$ cat config.mk
export PLATFORM = sky130hd
export DESIGN_NAME = swing_axis_position_controller
export DESIGN_NICKNAME = d
export VERILOG_FILES = /design/src/sv/sapc_pkg.sv /design/src/sv/sapc_datapath.sv /design/src/sv/sapc_ctrl.sv /design/src/sv/swing_axis_position_controller.sv
export SDC_FILE = /design/constraint.sdc
export NUM_CORES = 2
export LEC_CHECK = 0
export BUFFER_PORTS_ARGS = -buffer_cell sky130_fd_sc_hd__clkbuf_2
export CAP_MARGIN = 20
export CORE_ASPECT_RATIO = 1.25
export CORE_MARGIN = 3
export CORE_UTILIZATION = 50
export CTS_CLUSTER_SIZE = 24
export DETAILED_ROUTE_END_ITERATION = 7
export PLACE_DENSITY = 0.68
export SYNTH_ARGS = -nofsm -noshare
export SYNTH_HDL_FRONTEND = slang
export SYNTH_SLANG_ARGS = --single-unit
$ cat constraint.sdc
create_clock -name clk -period 19.7 [get_ports clk]
set_input_delay 3.94 -clock clk [delete_from_list [all_inputs] [get_ports clk]]
set_output_delay 3.94 -clock clk [all_outputs]
set_load 0.01 [all_outputs]
$ cat src/sv/sapc_pkg.sv
`default_nettype none
package sapc_pkg;
  localparam int unsigned SNAP_DIST  = 51200;
  localparam int unsigned HOLD_ANGLE = 68224;
  localparam int unsigned FAR_LIMIT  = 51200;
  localparam int unsigned NEAR_LIMIT = 25600;
  localparam int unsigned FULL_TURN  = 92160;
  localparam int unsigned SMALL_ERR  = 2560;
  localparam int unsigned LATCH_DIST = 512;
  localparam int unsigned READY_DIST = 512;

  localparam logic signed [7:0] MODE_STOP    = -8'sd1;
  localparam logic signed [7:0] MODE_PARK    = 8'sd99;
  localparam logic signed [7:0] MODE_ONE     = 8'sd1;
  localparam logic signed [7:0] MODE_SLOW    = 8'sd12;
  localparam logic signed [7:0] MODE_RETRACT = 8'sd13;

  localparam logic CFG_TOLERANCE = 1'b0;
  localparam logic CFG_MICROSTEP = 1'b1;

  // Commands from the controller to the datapath.
  typedef struct packed {
    logic load;     // capture the input item
    logic sample;   // write the sample into the history
    logic average;  // sum the history and register the average
    logic control;  // evaluate the control law and error
    logic mult;     // form the proportional term
    logic finish;   // multiply by the microstep factor, then scale, clamp and update the state
  } sapc_cmd_t;

  // Status from the datapath to the controller.
  typedef struct packed {
    logic sample_valid;
    logic sum_done;
  } sapc_status_t;
endpackage
`default_nettype wire

$ cat src/sv/sapc_datapath.sv
`default_nettype none
module sapc_datapath #(
  parameter int unsigned FILTER_DEPTH = 5,
  parameter int unsigned DWELL_MS     = 1000
) (
  input  wire                   clk,
  input  wire                   rst,
  input  sapc_pkg::sapc_cmd_t   cmd,
  output sapc_pkg::sapc_status_t status,
  input  wire [11:0]            tolerance,
  input  wire [8:0]             microstep_factor,
  input  wire signed [7:0]      mode,
  input  wire [16:0]            swing_target,
  input  wire                   halt,
  input  wire                   sample_valid,
  input  wire [11:0]            encoder_raw,
  input  wire [31:0]            now_ms,
  output logic signed [21:0]    swing_speed,
  output logic                  at_target,
  output logic                  task_complete,
  output logic [16:0]           filtered_angle
);
  import sapc_pkg::*;

  localparam int IW = (FILTER_DEPTH > 1) ? $clog2(FILTER_DEPTH) : 1;
  localparam int SW = 17 + $clog2(FILTER_DEPTH + 1);
  localparam logic [IW-1:0] LAST_IDX = IW'(FILTER_DEPTH - 1);
  // Reciprocal of the filter depth, exact for every history sum.
  localparam int RK = SW + 4;
  localparam logic [RK:0] AVG_RECIP =
    (RK+1)'(((64'd1 << RK) + 64'(FILTER_DEPTH) - 64'd1) / 64'(FILTER_DEPTH));
  // Reciprocal of five; together with a shift by 7 it divides by 640.
  localparam logic [23:0] SLOW_RECIP = 24'd13421773;

  // Captured item.
  logic signed [7:0] r_mode;
  logic [16:0] r_target;
  logic r_halt, r_valid;
  logic [11:0] r_raw;
  logic [31:0] r_now;

  // State.
  logic [16:0] hist [FILTER_DEPTH];
  logic [IW-1:0] hidx;
  logic [16:0] smoothed;
  logic latch;
  logic signed [17:0] latched_target;
  logic signed [7:0] latched_mode, previous_mode;
  logic dwell_started, retract_started;
  logic [31:0] dwell_start_time, retract_start_time;
  logic signed [18:0] last_error;
  logic signed [21:0] last_speed;

  // Summation walk and work registers.
  logic [SW-1:0] sum;
  logic [IW:0] sum_cnt;
  logic signed [18:0] err;
  logic [8:0] m_eff;
  logic slow;
  logic run_speed;
  logic signed [23:0] n_val;
  logic signed [31:0] prod;
  logic latch_w, ds_w, rs_w;
  logic [31:0] dst_w, rst_w;
  logic signed [17:0] lt_w;
  logic signed [7:0] lm_w;

  // Sample conversion and snap test.
  logic [16:0] conv;
  logic [IW-1:0] prev_i;
  logic signed [17:0] sdiff;
  logic snap;
  assign conv   = 17'(({6'd0, r_raw} * 18'd45 + 18'd1) >> 1);
  assign prev_i = (hidx == '0) ? LAST_IDX : hidx - IW'(1);
  assign sdiff  = $signed({1'b0, conv}) - $signed({1'b0, hist[prev_i]});
  assign snap   = (sdiff > 18'sd51200) || (sdiff < -18'sd51200);

  // Average of the history by reciprocal multiplication.
  logic [SW+RK:0] avg_prod;
  assign avg_prod = (SW+RK+1)'(sum) * (SW+RK+1)'(AVG_RECIP);

  // Control combinational logic, using the registered average.
  logic signed [17:0] sm, tgt, eff;
  logic signed [18:0] dlat, e0;
  logic dw_run, rt_run, run_ctrl, stop_m;
  logic [31:0] del_d, del_r;
  logic d_st, r_st;
  logic [31:0] d_t, r_t;
  logic signed [18:0] sdh;
  logic signed [18:0] ae;
  logic newlat;
  always_comb begin
    sm = $signed({1'b0, smoothed});
    tgt = $signed({1'b0, r_target});
    stop_m = (r_mode == MODE_STOP) || (r_mode == MODE_PARK);
    run_ctrl = !stop_m && !r_halt;
    dlat = 19'(tgt) - 19'(latched_target);
    newlat = (dlat > 19'sd512) || (dlat < -19'sd512) || (r_mode != latched_mode);
    sdh = 19'(sm) - 19'sd68224;
    d_st = dwell_started;
    d_t = dwell_start_time;
    if (r_mode == MODE_SLOW) begin
      if ((sdh < $signed({7'd0, tolerance})) && (-sdh < $signed({7'd0, tolerance}))
          && !dwell_started) begin
        d_st = 1'b1;
        d_t = r_now;
      end
    end else begin
      d_st = 1'b0;
    end
    r_st = retract_started;
    r_t = retract_start_time;
    if (r_mode == MODE_RETRACT) begin
      if (!retract_started) begin
        r_st = 1'b1;
        r_t = r_now;
      end
    end else begin
      r_st = 1'b0;
    end
    del_d = r_now - d_t;
    del_r = r_now - r_t;
    dw_run = (r_mode == MODE_SLOW) && d_st && (del_d < 32'(DWELL_MS));
    rt_run = (r_mode == MODE_RETRACT) && (del_r < 32'(DWELL_MS));
    eff = (dw_run || rt_run) ? sm : tgt;
    if (eff > 18'sd51200 && sm < 18'sd25600)
      e0 = 19'(eff) - 19'sd92160 - 19'(sm);
    else if (eff < 18'sd25600 && sm > 18'sd51200)
      e0 = 19'(eff) + 19'sd92160 - 19'(sm);
    else
      e0 = 19'(eff) - 19'(sm);
    ae = (e0 < 0) ? -e0 : e0;
  end

  // Small-error offset and proportional term.
  logic signed [18:0] aerr;
  logic signed [23:0] kk, n_next;
  assign aerr = (err < 0) ? -err : err;
  always_comb begin
    kk = (aerr < 19'sd2560) ? 24'(aerr) * 24'sd18 : 24'sd46080;
    n_next = 24'(err) * 24'sd55 + ((err > 0) ? kk : -kk);
  end

  // Scaling: magnitude of the product, truncated quotient.
  logic [30:0] aprod;
  logic [23:0] q_shift, q, q_r;
  logic [47:0] q_mul;
  always_comb begin
    aprod = prod[31] ? 31'(-prod) : 31'(prod);
    q_shift = aprod[30:7];
    q_mul = 48'(q_shift) * 48'(SLOW_RECIP);
    q = slow ? 24'(q_mul >> 26) : q_shift;
  end

  // Sign and clamp on the registered quotient.
  logic signed [21:0] lim, s_val;
  always_comb begin
    lim = slow ? 22'(m_eff) * 22'sd100 : 22'(m_eff) * 22'sd7000;
    s_val = prod[31] ? -22'(q_r) : 22'(q_r);
    if (q_r > 24'(lim)) s_val = prod[31] ? -lim : lim;
  end

  assign status.sample_valid = r_valid;
  assign status.sum_done = (sum_cnt == (IW+1)'(FILTER_DEPTH));

  always_ff @(posedge clk) begin
    if (rst) begin
      for (int i = 0; i < FILTER_DEPTH; i++) hist[i] <= '0;
      hidx <= '0;
      smoothed <= '0;
      sum_cnt <= '0;
      sum <= '0;
    end else begin
      if (cmd.load) begin
        r_mode <= mode;
        r_target <= swing_target;
        r_halt <= halt;
        r_valid <= sample_valid;
        r_raw <= encoder_raw;
        r_now <= now_ms;
        sum <= '0;
        sum_cnt <= '0;
      end
      if (cmd.sample) begin
        for (int i = 0; i < FILTER_DEPTH; i++)
          if (snap || IW'(i) == hidx) hist[i] <= conv;
        hidx <= (hidx == LAST_IDX) ? '0 : hidx + IW'(1);
      end
      if (cmd.average && !status.sum_done) begin
        sum <= sum + SW'(hist[sum_cnt[IW-1:0]]);
        sum_cnt <= sum_cnt + 1'b1;
      end
      if (cmd.average && status.sum_done)
        smoothed <= 17'(avg_prod >> RK);
      if (cmd.control) begin
        err <= e0;
        slow <= (r_mode == MODE_SLOW);
        m_eff <= (microstep_factor > 9'd256) ? 9'd256 : microstep_factor;
        latch_w <= newlat ? 1'b0 : latch;
        lt_w <= newlat ? tgt : latched_target;
        lm_w <= newlat ? r_mode : latched_mode;
        ds_w <= d_st;
        dst_w <= d_t;
        rs_w <= r_st;
        rst_w <= r_t;
        run_speed <= run_ctrl && !(newlat ? 1'b0 : latch)
                     && (ae > $signed({7'd0, tolerance}));
      end
      if (cmd.mult) begin
        n_val <= n_next;
        prod <= '0;
      end
      if (cmd.finish) begin
        prod <= 32'(n_val) * $signed({1'b0, m_eff});
      end
    end
  end

  // Dwell test on the state that holds after this tick.
  logic fin_d, fin_d2;
  logic dw_fin;
  logic lat_fin;
  logic dsf, rsf;
  logic [31:0] dtf, rtf;
  logic signed [18:0] aerr_fin;
  always_comb begin
    dsf = run_ctrl ? ds_w : dwell_started;
    dtf = run_ctrl ? dst_w : dwell_start_time;
    rsf = run_ctrl ? rs_w : retract_started;
    rtf = run_ctrl ? rst_w : retract_start_time;
    dw_fin = ((r_mode == MODE_SLOW) && dsf && ((r_now - dtf) < 32'(DWELL_MS))) ||
             ((r_mode == MODE_RETRACT) && rsf && ((r_now - rtf) < 32'(DWELL_MS)));
    lat_fin = latch_w;
    if (run_ctrl && !latch_w && !run_speed && !dw_fin) lat_fin = 1'b1;
    aerr_fin = run_ctrl ? aerr : ((last_error < 0) ? -last_error : last_error);
  end

  // The quotient is registered first; the state update follows in the cycle after.
  always_ff @(posedge clk) begin
    if (rst) begin
      fin_d <= 1'b0;
      fin_d2 <= 1'b0;
      latch <= 1'b0;
      latched_target <= -18'sd256;
      latched_mode <= MODE_STOP;
      previous_mode <= MODE_STOP;
      dwell_started <= 1'b0;
      retract_started <= 1'b0;
      dwell_start_time <= '0;
      retract_start_time <= '0;
      last_error <= '0;
      last_speed <= '0;
    end else begin
      fin_d <= cmd.finish;
      fin_d2 <= fin_d;
      if (fin_d) q_r <= q;
      if (fin_d2) begin
        if (run_ctrl) begin
          latch <= lat_fin;
          latched_target <= lt_w;
          latched_mode <= lm_w;
          dwell_started <= ds_w;
          dwell_start_time <= dst_w;
          retract_started <= rs_w;
          retract_start_time <= rst_w;
          last_error <= err;
          last_speed <= run_speed ? s_val : '0;
        end else if (stop_m || (r_mode == MODE_ONE && r_halt)) begin
          last_speed <= '0;
        end
        previous_mode <= r_mode;
        swing_speed <= run_ctrl ? (run_speed ? s_val : '0)
                       : ((stop_m || (r_mode == MODE_ONE && r_halt)) ? '0 : last_speed);
        at_target <= run_ctrl ? lat_fin : latch;
        task_complete <= (r_mode != previous_mode) ? 1'b0 :
                         (((aerr_fin <= 19'sd512) && !dw_fin) || (run_ctrl ? lat_fin : latch));
        filtered_angle <= smoothed;
      end
    end
  end
endmodule
`default_nettype wire

$ cat src/sv/sapc_ctrl.sv
`default_nettype none
module sapc_ctrl (
  input  wire                    clk,
  input  wire                    rst,
  input  wire                    in_valid,
  output logic                   in_stall,
  output logic                   out_valid,
  input  wire                    out_stall,
  output sapc_pkg::sapc_cmd_t    cmd,
  input  sapc_pkg::sapc_status_t status
);
  import sapc_pkg::*;

  typedef enum logic [2:0] {
    S_IDLE, S_SAMPLE, S_SUM, S_CTRL, S_MULT, S_PROD, S_FIN, S_OUT
  } state_t;
  state_t state;

  // The input is taken only when the previous result has left.
  assign in_stall = (state != S_IDLE) || out_valid;

  always_comb begin
    cmd = '0;
    cmd.load    = (state == S_IDLE) && in_valid && !out_valid;
    cmd.sample  = (state == S_SAMPLE) && status.sample_valid;
    cmd.average = (state == S_SUM) && status.sample_valid;
    cmd.control = (state == S_CTRL);
    cmd.mult    = (state == S_MULT);
    cmd.finish  = (state == S_PROD);
  end

  always_ff @(posedge clk) begin
    if (rst) begin
      state <= S_IDLE;
      out_valid <= 1'b0;
    end else begin
      if (out_valid && !out_stall) out_valid <= 1'b0;
      case (state)
        S_IDLE: if (cmd.load) state <= S_SAMPLE;
        S_SAMPLE: state <= S_SUM;
        S_SUM: if (!status.sample_valid || status.sum_done) state <= S_CTRL;
        S_CTRL: state <= S_MULT;
        S_MULT: state <= S_PROD;
        S_PROD: state <= S_FIN;
        S_FIN: state <= S_OUT;
        S_OUT: begin
          out_valid <= 1'b1;
          state <= S_IDLE;
        end
        default: state <= S_IDLE;
      endcase
    end
  end
endmodule
`default_nettype wire

$ cat src/sv/swing_axis_position_controller.sv
`default_nettype none
// Swing axis position controller. One control tick is taken per input transfer and
// gives one result transfer. The result is offered after the sample, sum, control,
// multiply, product, finish and output states; when the tick carries an encoder sample,
// the sum state walks the history one entry per cycle and then registers the average.
// The next tick is taken the cycle after the result has been transferred, so the block
// never takes a new tick before it is through with the last one.
// Configuration writes are always ready and must come only while the block is idle.
module swing_axis_position_controller #(
  parameter int unsigned FILTER_DEPTH = 5,
  parameter int unsigned DWELL_MS     = 1000
) (
  input  wire               clk,
  input  wire               rst,
  input  wire               in_valid,
  output logic              in_stall,
  input  wire signed [7:0]  mode,
  input  wire [16:0]        swing_target,
  input  wire               halt,
  input  wire               sample_valid,
  input  wire [11:0]        encoder_raw,
  input  wire [31:0]        now_ms,
  output logic              out_valid,
  input  wire               out_stall,
  output logic signed [21:0] swing_speed,
  output logic              at_target,
  output logic              task_complete,
  output logic [16:0]       filtered_angle,
  input  wire               cfg_valid,
  output logic              cfg_ready,
  input  wire               cfg_index,
  input  wire [11:0]        cfg_data
);
  import sapc_pkg::*;

  sapc_cmd_t cmd;
  sapc_status_t status;
  logic [11:0] tolerance;
  logic [8:0] microstep_factor;

  // Configuration registers.
  assign cfg_ready = 1'b1;
  always_ff @(posedge clk) begin
    if (rst) begin
      tolerance <= 12'd256;
      microstep_factor <= 9'd16;
    end else if (cfg_valid) begin
      case (cfg_index)
        CFG_TOLERANCE: tolerance <= cfg_data;
        CFG_MICROSTEP: microstep_factor <= cfg_data[8:0];
        default: ;
      endcase
    end
  end

  sapc_ctrl u_ctrl (
    .clk(clk), .rst(rst), .in_valid(in_valid), .in_stall(in_stall),
    .out_valid(out_valid), .out_stall(out_stall), .cmd(cmd), .status(status)
  );

  sapc_datapath #(.FILTER_DEPTH(FILTER_DEPTH), .DWELL_MS(DWELL_MS)) u_dp (
    .clk(clk), .rst(rst), .cmd(cmd), .status(status),
    .tolerance(tolerance), .microstep_factor(microstep_factor),
    .mode(mode), .swing_target(swing_target), .halt(halt),
    .sample_valid(sample_valid), .encoder_raw(encoder_raw), .now_ms(now_ms),
    .swing_speed(swing_speed), .at_target(at_target),
    .task_complete(task_complete), .filtered_angle(filtered_angle)
  );
endmodule
`default_nettype wire

After elaboration in Yosys (flattened, before gate mapping)
Memories as Yosys holds them, arrays and structs flattened. A register that Yosys moved wholly into a read port is not among the register bits.
Cells that the tools add are included.
Storage, ports and cells
  memories: 1
  output and inout bits: 44
  bits in registers: 528
  input port bits: 89
  logic and storage cells: 277
  bits in writable memories: 85
Memories
  u_dp.hist: depth 5, bits a word 17, rd ports 2, clocked after Yosys merged registers in 1, write ports 5, RTL line sapc_datapath.sv:43  | logic [16:0] hist [FILTER_DEPTH];
Cells by class
  add/sub/neg operators: 26
  bitwise logic cells: 7
  multiplexer cells: 76
  order comparisons: 23
  multipliers: 8
  reduce and logical (&&, ||, !) cells: 68
  eq/ne operators: 22
Operators by type and width (count)
  32-bit two-way mux: 8
  22-bit two-way mux: 8
  32-bit by 10-bit less-than comparator with 1-bit output (second input constant): 4
  32-bit subtractor: 4
  17-bit two-way mux: 7
  19-bit two-way mux: 6
  19-bit negation: 4
  19-bit by 1-bit less-than comparator with 1-bit output (second input constant): 3
  24-bit by 24-bit multiplier with 48-bit output (second input constant): 1
  24-bit two-way mux: 2
  22-bit negation: 2
  20-bit two-way mux: 2
  20-bit by 20-bit multiplier with 39-bit output (second input constant): 1
  19-bit by 13-bit less-than comparator with 1-bit output: 2
  18-bit by 18-bit subtractor with 19-bit output: 2
  19-bit by 18-bit subtractor with 19-bit output: 2
  18-bit by 17-bit > comparator with 1-bit output (second input constant): 2
  24-bit by 10-bit multiplier with 32-bit output: 1
  1-bit two-way mux: 32
  31-bit two-way mux: 1
  31-bit negation: 1
  1-bit logical AND: 26
  24-bit adder: 1
  24-bit > comparator: 1
  other kinds (51): 107

Longest topological paths before layout
  depth after elaboration: 20
  gate-level depth with buffers: 75
  mapped depth without buffers: 67

Modules after synthesis
From an unflattened synthesis, not the netlist that was laid out.
Second synthesis, totals
  cells, all modules: 7400
  area total of the unflattened synthesis: 71414.7 µm²
By module, submodules not included
  sapc_datapath: area each 70268.6 µm², cells each 7289, instances 1
  swing_axis_position_controller: area each 912.1 µm², cells each 86, instances 1
  sapc_ctrl: area each 234.0 µm², cells each 25, instances 1

Worst setup path before layout
No wires, ideal clock.
  path kind: input-to-reg
  from: input port rst
  to: register u_dp.ds_w (enable)
  library setup time: 781 ps
  arrival: 13237 ps
  setup slack: 5682 ps
  data required time: 18919 ps
  cell stages on the path: 3
  path buffers: 2
  path through: clkbuf_1 > clkbuf_1 > nor3b_1
On the way
  cells in the longest elaborated chain, start to end: 2
RTL lines
  from (decl): RTL line swing_axis_position_controller.sv:14  | input wire rst,
  1-bit inverter (no source line)
  2-bit AND reduction (no source line)
  to (signal assigned): RTL line sapc_datapath.sv:202  | ds_w <= d_st;
  to (decl): RTL line sapc_datapath.sv:63  | logic latch_w, ds_w, rs_w;
No other way between the ends.
A chain may end at the register's enable or synchronous reset.

Worst setup path in the final report
  from: register u_dp.smoothed[7]
  to: register u_dp.run_speed (data pin)
On the way
  cells in the longest elaborated chain, start to end: 20
RTL lines
  from (decl): RTL line sapc_datapath.sv:45  | logic [16:0] smoothed;
  from (signal assigned): RTL line sapc_datapath.sv:194  | smoothed <= 17'(avg_prod >> RK);
  17-bit by 17-bit subtractor with 18-bit output: RTL line sapc_datapath.sv:99  | sdh = 19'(sm) - 19'sd68224;
  19-bit negation: RTL line sapc_datapath.sv:103  | if ((sdh < $signed({7'd0, tolerance})) && (-sdh < $signed({7'd0, tolerance}))
  19-bit by 13-bit less-than comparator with 1-bit output: RTL line sapc_datapath.sv:103
  1-bit logical AND: RTL line sapc_datapath.sv:103
  1-bit logical AND: RTL line sapc_datapath.sv:104  | && !dwell_started) begin
  32-bit two-way mux: RTL line sapc_datapath.sv:103
  32-bit two-way mux: RTL line sapc_datapath.sv:102  | if (r_mode == MODE_SLOW) begin
  32-bit subtractor: RTL line sapc_datapath.sv:121  | del_d = r_now - d_t;
  [... 4 more ...]
  18-bit by 18-bit adder with 19-bit output / 18-bit by 16-bit less-than comparator with 1-bit output (equally long branches): RTL line sapc_datapath.sv:129, sapc_datapath.sv:128
  19-bit by 18-bit subtractor with 19-bit output / 1-bit logical AND (equally long branches): RTL line sapc_datapath.sv:129, sapc_datapath.sv:128
  19-bit two-way mux: RTL line sapc_datapath.sv:128  | else if (eff < 18'sd25600 && sm > 18'sd51200)
  19-bit two-way mux (*): RTL line sapc_datapath.sv:126  | if (eff > 18'sd51200 && sm < 18'sd25600)
  19-bit negation / 19-bit by 1-bit less-than comparator with 1-bit output (equally long branches): RTL line sapc_datapath.sv:132  | ae = (e0 < 0) ? -e0 : e0;
  19-bit two-way mux (*): RTL line sapc_datapath.sv:132
  19-bit by 13-bit > comparator with 1-bit output (*): RTL line sapc_datapath.sv:207  | && (ae > $signed({7'd0, tolerance}));
  1-bit logical AND (*): RTL line sapc_datapath.sv:207
  to (signal assigned): RTL line sapc_datapath.sv:206  | run_speed <= run_ctrl && !(newlat ? 1'b0 : latch)
  to (decl): RTL line sapc_datapath.sv:60  | logic run_speed;
Every way passes the cells marked *; elsewhere a longest branch is shown, timed or not.

==> impl_metrics.csv <==
group,metric,value,unit
sta,fin_crit_sh,79.0,%
finish,drive_above_1_share,6.92,%
worst_setup_path,end_kind,"flip-flop",
sta,hold_viol,0,
sta,setup_viol,0,
floorplanning,start_util,50.5,%
worst_setup_path,timing.rr.start,"u_dp.smoothed[7]",
sta,min_period,15.57,ns
sta,rsz0062_at_grt,"false",
worst_setup_path,timing.critical_path.mode_cell,"a21o_1",
logic_synthesis,synthesis.nets,9272,
floorplanning,core,141000,µm²
hold_path,holdPathEnd,"microstep_factor[5]",
clocking,cts_setup_buffers,0,
logic_synthesis,synth.distinct_cells,109,
clocking,clkTransAtPathRegs,0.07,ns
floorplanning,rows,154,
sta,fmax,0.0642,GHz
logic_synthesis,synth.area.top_cells,"fa_1, ha_1, edfxtp_1",
grt,grt_max_degree,88,
finish,final_common_cell,"inv_1",
worst_setup_path,required,20.08,ns
logic_synthesis,netlist_area,71400,µm²
logic_synthesis,synth.avg_cell_area,9.53,µm²
pwr,p_int,4850,µW
logic_synthesis,netlist_instances,7493,
placement,placed_area,74300,µm²
sta,relSlewSlack,28.0,%
hold_path,min_path_cells,2,
pwr,p_comb_share,63.2,%
logic_synthesis,ys_seq_area_share,22.9,%
pwr,p_switching,3760,µW
worst_setup_path,rr_worst_depth,56,
worst_setup_path,cpPeakStageDelay,0.73,ns
logic_synthesis,ys_seq_elements,616,
floorplanning,io_pins,133,
clocking,hold_buffers,0,
drt,drt-initial-drc-count,2852,
floorplanning,die_area,147000,µm²
sta,worstMarginPinSlew,1.08,ns
clocking,cts_resized,0,
drt,antenna_left,0,
grt,grt_pass1_wl,295000,µm
placement,place_congestion,0.957,
grt,grt-ovfl-total,0,
pwr,ir_drop,0.118,mV
worst_setup_path,reg2reg_to,"u_dp.run_speed",
run_status,status,"finished, final reports clean",
worst_setup_path,path_class,"flip-flop to flip-flop",
worst_setup_path,path_max_fanout,50,
drt,route.detailed.drc,0,
clocking,htree_levels,3,
finish,mostFrequentLayoutCells,"inv_1, ha_1, fa_1, nand2_1, a21oi_1",
clocking,numCtsBuffers,71,
logic_synthesis,synth_edf_count,400,
placement,io_buffers,131,
drt,via_per_inst,5.61,
grt,track_usage,25.1,%
finish,nets,9352,
logic_synthesis,synth.top_cell.area_share,18.9,%
grt,grt_pass1_vias,55800,
worst_setup_path,slowest_stage,"nor4_2",
worst_setup_path,cp_data_arrival_time,15.94,ns
drt,route.vias.total,53300,
hold_path,worstHoldStart,"microstep_factor[5]",
drt,wire_per_inst,19.1,µm
worst_setup_path,startpoint_type,"flip-flop",
pwr,p_sw_share,43.7,%
logic_synthesis,synth_ff_type,"edfxtp_1",
drt,drt-total-wl,181000,µm
logic_synthesis,async_reset_ff_share,0,%
placement,dp_hpwl,146000,µm
clocking,cts_sinks,616,
logic_synthesis,synth_largest_area_cell,"fa_1",
sta,slew_violations,0,
finish,fin_cells,9504,
clocking,cts-root-buf,"clkbuf_16",
pwr,p_per_area,112,nW/µm²
drt,firstDrtPassIters,6,
pwr,p_seq_share,19.7,%
hold_path,hold_path_class,"flip-flop to flip-flop",
logic_synthesis,ys_warn_count,0,
finish,area_delta_synth_final,7.71,%
job,drv_cap,0,
grt,antenna_found_initial,2,
clocking,clk_latency,0.69,ns
clocking,clk_path_buf_depth,3,
sta,holdWs,0.451,ns
sta,fin_setup_tns,0,ns
clocking,cts_tree,"done",
floorplanning,die_h,429,µm
finish,final_area,76900,µm²
pwr,p_leak,0.0358,µW
pwr,clkPwrFrac,17.1,%
sta,finClkSkew,0.0381,ns
finish,fillers,12800,
floorplanning,die_x,344,µm
placement,place_inst,9370,
worst_setup_path,regToRegSetupSlack,4.13,ns
[worst max path at each step]
| stage | start | end | cells past startpoint |
|---|---|---|---|
| 2_1_floorplan | rst | u_dp.ds_w | 3 |
| 3_3_place_gp | u_dp.smoothed[7] | u_dp.run_speed | 56 |
| 3_5_place_dp | u_dp.smoothed[7] | u_dp.run_speed | 56 |
| 4_1_cts | u_dp.smoothed[7] | u_dp.run_speed | 56 |
| 5_1_grt | u_dp.smoothed[7] | u_dp.run_speed | 60 |
| 6_report | u_dp.smoothed[7] | u_dp.run_speed | 56 |
[power by group through the flow]
| stage | clock [µW] | combinational (µW) | sequential, µW |
|---|---|---|---|
| 2_1_floorplan | 0 | 4250 | 1670 |
| 3_3_place_gp | 0 | 5330 | 1710 |
| 3_5_place_dp | 0 | 5450 | 1720 |
| 4_1_cts | 1510 | 5500 | 1700 |
| 5_1_grt | 1550 | 6270 | 1710 |
| 6_report | 1470 | 5440 | 1700 |
[registers in the layout, indices dropped and copies added (netlist names), 24 cells and up, named ones only]
signal                   flops
u_dp.rst_w                  32
u_dp.retract_start_time     32
u_dp.prod                   32
u_dp.hist                   85
u_dp.r_now                  32
u_dp.q_r                    24
u_dp.n_val                  24
u_dp.dst_w                  32
u_dp.dwell_start_time       32
[worst max-delay path: cells and delay by family, from the launching register on]
kind	cells	cell delay [ns]
simple gates	12	4.09
flops	1	0.64
mux	1	0.31
fa+ha+maj	6	2.00
xor+xnor	1	0.34
buf+inv	2	0.77
compound gates	34	7.06
[per-layer routing]
metal	track usage, %	part of all wire, %	vias up
li1	-	-	25500
met1	31.4	42	26300
met2	45.1	51	1148
met3	2.79	4.4	308
met4	7.65	3.0	2
met5	0	0.0072	-
[Yosys cell counts (49+ instances only)]
| cell | instances |
|---|---|
| a31oi_1 | 49 |
| o21ai_0 | 241 |
| nand2b_1 | 69 |
| xnor2_1 | 250 |
| and2_1 | 168 |
| o21bai_1 | 67 |
| nor2_1 | 363 |
| inv_1 | 1293 |
| a21o_1 | 103 |
| ha_1 | 1017 |
| edfxtp_1 | 400 |
| mux2_2 | 94 |
| xor2_1 | 97 |
| mux2i_1 | 144 |
| nor3_1 | 93 |
| nor2b_1 | 75 |
| nand2_1 | 653 |
| nand3_1 | 95 |
| a21oi_1 | 444 |
| fa_1 | 673 |
| clkbuf_1 | 169 |
| dfxtp_1 | 216 |
[per-stage QoR]
step / utilization [%] / setup slack [ns] / power (µW)
final: 54.4 / 4.13 / 8610
after global routing: 54.4 / 2.89 / 9540
after CTS: 54.4 / 4.15 / 8710
after detailed placement: 52.5 / 4.25 / 7170
after global placement: 52.5 / 4.25 / 7040
after floorplan: - / 5.68 / 5920
[logic make-up (layout without fill, tap and decap cells)]
group | Yosys count | in the layout | synth area share [%]
AND/OR/NAND/NOR | 1783 | 1783 | 12.1
adder cells (fa/ha/maj) | 1693 | 1693 | 36.7
buffers and inverters | 1496 | 1634 | 7.92
AO/OA/AOI/OAI | 1280 | 1280 | 11.4
flip-flops | 616 | 616 | 22.9
XOR/XNOR | 349 | 349 | 4.30
multiplexers | 275 | 275 | 4.67
other | 1 | 2 | 0.00525
[area by class of cell]
class | instances | area [µm²] | area share (%)
multi-input cells | 5381 | 49500 | 64.4
flip-flops and latches | 616 | 16300 | 21.2
inverters | 1295 | 4860 | 6.32
well taps | 1872 | 2340 | 3.04
clock buffers | 80 | 1850 | 2.41
repair buffers | 208 | 1250 | 1.62
clock inverters | 51 | 742 | 0.965
diodes | 1 | 2.50 | 0.00325
No activity file was read; power rests on OpenSTA's default activity.
